==> src/design/sfmq_pkg.sv <==
`timescale 1ns / 1ps
// ----------------------------------------------------------------------------
// sfmq_pkg
// Shared types and codes for the symbol frequency min-queue.
// ----------------------------------------------------------------------------
package sfmq_pkg;

  localparam int HIST_AW_MAX = 8;  // histogram address width at the largest alphabet

  typedef enum logic [1:0] {
    ACT_COUNT  = 2'd0,
    ACT_BUILD  = 2'd1,
    ACT_INSERT = 2'd2,
    ACT_REMOVE = 2'd3
  } action_t;

  typedef enum logic [1:0] {
    ST_OK    = 2'd0,
    ST_EMPTY = 2'd1,
    ST_FULL  = 2'd2
  } status_t;

  typedef enum logic [3:0] {
    S_IDLE,
    S_CNT_RD,
    S_CNT_WR,
    S_BUILD,
    S_INSERT,
    S_RM_SCAN,
    S_RM_SHIFT,
    S_DONE
  } state_t;

  typedef struct packed {
    logic [7:0]  node;
    logic [31:0] weight;
  } entry_t;

  // histogram port controls
  typedef struct packed {
    logic                   rd_en;
    logic [HIST_AW_MAX-1:0] rd_addr;
    logic                   wr_en;
    logic [HIST_AW_MAX-1:0] wr_addr;
    logic [31:0]            wr_data;
    logic                   clear;
  } hist_ctl_t;

endpackage

==> src/design/sfmq_hist.sv <==
`timescale 1ns / 1ps
// ----------------------------------------------------------------------------
// sfmq_hist
// Histogram store: one write and one registered read port, with a valid bit
// per bin so that reset and a bulk clear take effect at once, with no clearing pass.
// ----------------------------------------------------------------------------
module sfmq_hist #(
  parameter int ALPHABET = 128
) (
  input  logic                clk,
  input  logic                rst,
  input  sfmq_pkg::hist_ctl_t ctl,
  output logic [31:0]         rd_data
);

  localparam int HAW = $clog2(ALPHABET);

  logic [31:0]         mem [ALPHABET];
  logic [ALPHABET-1:0] valid;
  logic [31:0]         rd_q;
  logic                rd_vld;

  always_ff @(posedge clk) begin
    if (ctl.wr_en) begin
      mem[ctl.wr_addr[HAW-1:0]] <= ctl.wr_data;
    end
    if (ctl.rd_en) begin
      rd_q <= mem[ctl.rd_addr[HAW-1:0]];
    end
  end

  always_ff @(posedge clk) begin
    if (rst) begin
      valid  <= '0;
      rd_vld <= 1'b0;
    end else begin
      if (ctl.clear) begin
        valid <= '0;
      end else if (ctl.wr_en) begin
        valid[ctl.wr_addr[HAW-1:0]] <= 1'b1;
      end
      if (ctl.rd_en) begin
        rd_vld <= valid[ctl.rd_addr[HAW-1:0]];
      end
    end
  end

  // a bin never written since the last clear reads as zero
  assign rd_data = rd_vld ? rd_q : 32'd0;

endmodule
==> config.mk <==
export PLATFORM = sky130hd
export DESIGN_NAME = sfmq_hist
export DESIGN_NICKNAME = d
export VERILOG_FILES = /design/src/design/sfmq_pkg.sv /design/src/design/sfmq_hist.sv
export SDC_FILE = /design/constraint.sdc
export NUM_CORES = 2
export LEC_CHECK = 0
export BUFFER_PORTS_ARGS = -buffer_cell sky130_fd_sc_hd__buf_4
export CELL_PAD_IN_SITES_DETAIL_PLACEMENT = 0
export CELL_PAD_IN_SITES_GLOBAL_PLACEMENT = 1
export CORE_UTILIZATION = 60
export DETAILED_ROUTE_END_ITERATION = 8
export PLACE_DENSITY = 0.79
export REMOVE_ABC_BUFFERS = 1
export SYNTH_ARGS = -nofsm -noshare
export SYNTH_HDL_FRONTEND = slang
export SYNTH_SLANG_ARGS = --single-unit
==> constraint.sdc <==
create_clock -name clk -period 7.7 [get_ports clk]
set_input_delay 1.54 -clock clk [delete_from_list [all_inputs] [get_ports clk]]
set_output_delay 1.54 -clock clk [all_outputs]
set_load 0.02 [all_outputs]
==> key figures <==
Outcome
  • Status: finished clean

Layout
  • Most common cell after layout, fill and taps aside: edfxtp_1
  • Nets: 7073
  • Commonest cells after routing, fill and taps aside: edfxtp_1 (4128), mux4_2 (1303), clkbuf_16 (420), buf_4 (320), nor2_1 (252)
  • Final core occ: 67.9%
  • Non-Filler Instances: 10900
  • Area delta synth->final: 12.1%
  • Ratio of cells with drive above 1 in the final layout: between 30% and 40%
  • # fillers: about 16000

Logic synthesis
  • Yosys warning total: 0
  • Post-synthesis sequential area ratio: between 70% and 80%
  • Synth unique cells: 48
  • Mapped Area: approximately 160000 um^2
  • Ys async rst share: 0%
  • Top FF cell, synth: edfxtp_1
  • Seq cells post-synth: 4257
  • Syn avg cell area: between 20 and 25 um^2
  • Mapped Cells: 6622
  • EDFF count, synth: approximately 4100

STA
  • Final period util: 60.1%
  • Post-route setup slack: 3070 ps
  • Post-Route Skew: 25.1 ps
  • Fmax: about 220 MHz
  • # setup viols final: 0
  • Final min period: 4630 ps
  • Endpoints failing hold: 0
  • TNS Setup: 0 ps
  • RSZ-0062 raised after global routing: false
  • Slew @ Worst Pin: 1350 ps
  • Final Max Slew Viols: 0
  • Rel. slew slack: between 10% and 20%

Power and ir drop
  • Pint: 37.4 mW
  • Power per standard cell area: 261 nW/um^2
  • Switch share: between 20% and 30%
  • Power, Total: between 40 and 50 mW
  • P_sw: 9.66 mW
  • Static Leak: 55.6 nW
  • Maximum vdd drop: around 0.19 mV
  • Sequential Power Share: about 54%
  • Gate power share: 4.6%
  • Clk pwr share: 41.1%

Die
  • Starting Density: approximately three fifths
  • Die W: 520 um
  • Die height: around 520 um
  • IO Pins: 85
  • Die area: 270000 um^2
  • Core Region: 266000 um^2
  • Row count: 189

Route
  • Total number of vias: 74500
  • Drt first pass iters: 6
  • Vias/cell: between 6 and 7
  • DRT iter0 DRCs: roughly 9600
  • Residual DRC: 0
  • Routed Antenna Nets: 0
  • WL/cell: 36.4 um
  • Final wirelength: 397000 um

Global route
  • Total grt overflow: 0
  • Initial antenna violation count: 22
  • Vias in the first global route: between 70000 and 80000
  • Largest net degree at the start of global routing: 130
  • First-pass GRT wire length: 559000 um
  • GRT Util Overall: 29.8%

CTS
  • Hold_buf cts: 0
  • CTS sink count: between 4000 and 5000
  • CTS buffer count: between 400 and 500
  • Worst-skew pair later-pin latency: 920 ps
  • Clock Root Buffer: clkbuf_16
  • Postcts setup bufs: 0
  • Post-CTS resize count: 0
  • H-tree levels: 5
  • Clock buffer depth: 4
  • Reg clk slew, reported paths: approximately 60 ps
  • CTS tree: built

Setup path
  • Crit path required time: a little over 8000 ps
  • Startpoint types: input pin
  • Crit path max-delay cell type: o22ai_1
  • Max FO, Critical Path: 78
  • Most Frequent Cell on Critical Path: mux4_2
  • CP Class: in2reg
  • CP Capture Type: flop
  • Biggest cell delay along the critical path: 940 ps
  • Crit path cell chain: buf_8 > buf_4 > mux4_2 > mux4_2 > o22ai_1 > nor4_1
  • Buf+Inv Stages, Crit Path: 2
  • CP delay by family, top: buffers and inverters
  • Critical Path AT: 5240 ps

Place
  • Hpwl dp: 212000 um
  • RePlAce Congestion: 0.849
  • Place WS: 2310 ps
  • Dpl cells: roughly 10000
  • Buffers on Ports: 82

Flow run
  • Max_cap viols: 0

Min path
  • Worst hold path class: reg2reg
## flip-flops by register name, summed over array words and instances, names as in the netlist
| signal | count |
|---|---|
| mem | 4096 |
| valid | 128 |
| rd_q | 32 |
| rd_vld | 1 |
## cell usage after synthesis (8+ instances only)
master / number / share of area [%]
buf_2: 119 / 0.37
buf_6: 10 / 0.070
mux2i_1: 20 / 0.12
mux4_2: 1303 / 18
buf_4: 19 / 0.089
nor2b_1: 9 / 0.035
nand3_1: 20 / 0.062
nor4_1: 32 / 0.12
dfxtp_1: 129 / 1.6
o22ai_1: 128 / 0.50
clkbuf_1: 187 / 0.44
nor2_1: 380 / 0.89
edfxtp_1: 4128 / 77
buf_1: 18 / 0.042
nand2_1: 25 / 0.058
o21a_1: 8 / 0.037
and2_1: 33 / 0.13
## kinds of logic (layout without fill, tap and decap cells)
group / Yosys count / after routing / synth area share (%)
other: 0 / 19 / 0
AND/OR/NAND/NOR: 526 / 526 / 1.41
AO/OA/AOI/OAI: 158 / 158 / 0.639
multiplexers: 1324 / 1324 / 18.4
buffers and inverters: 357 / 1073 / 1.02
flip-flops: 4257 / 4257 / 78.6
## path summary, 6_finish.rpt
kind / start / end / slack, ps / depth (start not counted)
worst max-delay path: ctl[43] / rd_q[21]$_DFFE_PP_ / 3070 / 6
worst min-delay path: valid[15]$_SDFFE_PP0P_ / valid[15]$_SDFFE_PP0P_ / 470 / 2
worst max register to register: mem[40][9]$_DFFE_PP_ / rd_q[9]$_DFFE_PP_ / 4800 / 4
worst min register to register: valid[15]$_SDFFE_PP0P_ / valid[15]$_SDFFE_PP0P_ / 470 / 2
## final cells by class
type / instances / area [um^2] / share of cell area, %
clock inverters: 210 / 1800 / 0.997
inverters: 4 / 22.5 / 0.0125
clock buffers: 514 / 11000 / 6.07
well taps: 3533 / 4420 / 2.45
repair buffers: 345 / 2900 / 1.61
multi-input cells: 2008 / 33800 / 18.7
flip-flops and latches: 4257 / 127000 / 70.1
diodes: 19 / 47.5 / 0.0263
## power groups by stage
stage	clock network, mW	registers (mW)	logic [mW]
after detailed placement	0	26.0	2.17
after floorplan	0	26.0	0.957
after CTS	19.5	25.5	2.18
after global placement	0	26.0	2.11
final	19.4	25.5	2.18
after global routing	20.4	25.5	2.27
## routing by layer
metal  vias to the layer above  wire length [um]  GRT usage [%]
met1                     40100            143000           41.2
met5                         -                 0              0
met3                       672             42800           5.97
met4                         0             16200           11.8
met2                      4476            195000           47.7
li1                      29300                 -              -
## tightest hold or removal path, stage by stage (launching register included)
cell and delay, ps:
dfxtp_1 320, nor2_1 50, nor2_1 70
## through the flow
stage / hold slack [ps] / area, um^2
floorplan: 435 / 159000
global placement: 440 / 168000
detailed placement: 453 / 168000
CTS: 468 / 180000
global route: 485 / 181000
finish: 468 / 181000
Power figures use the tool's default switching activity.
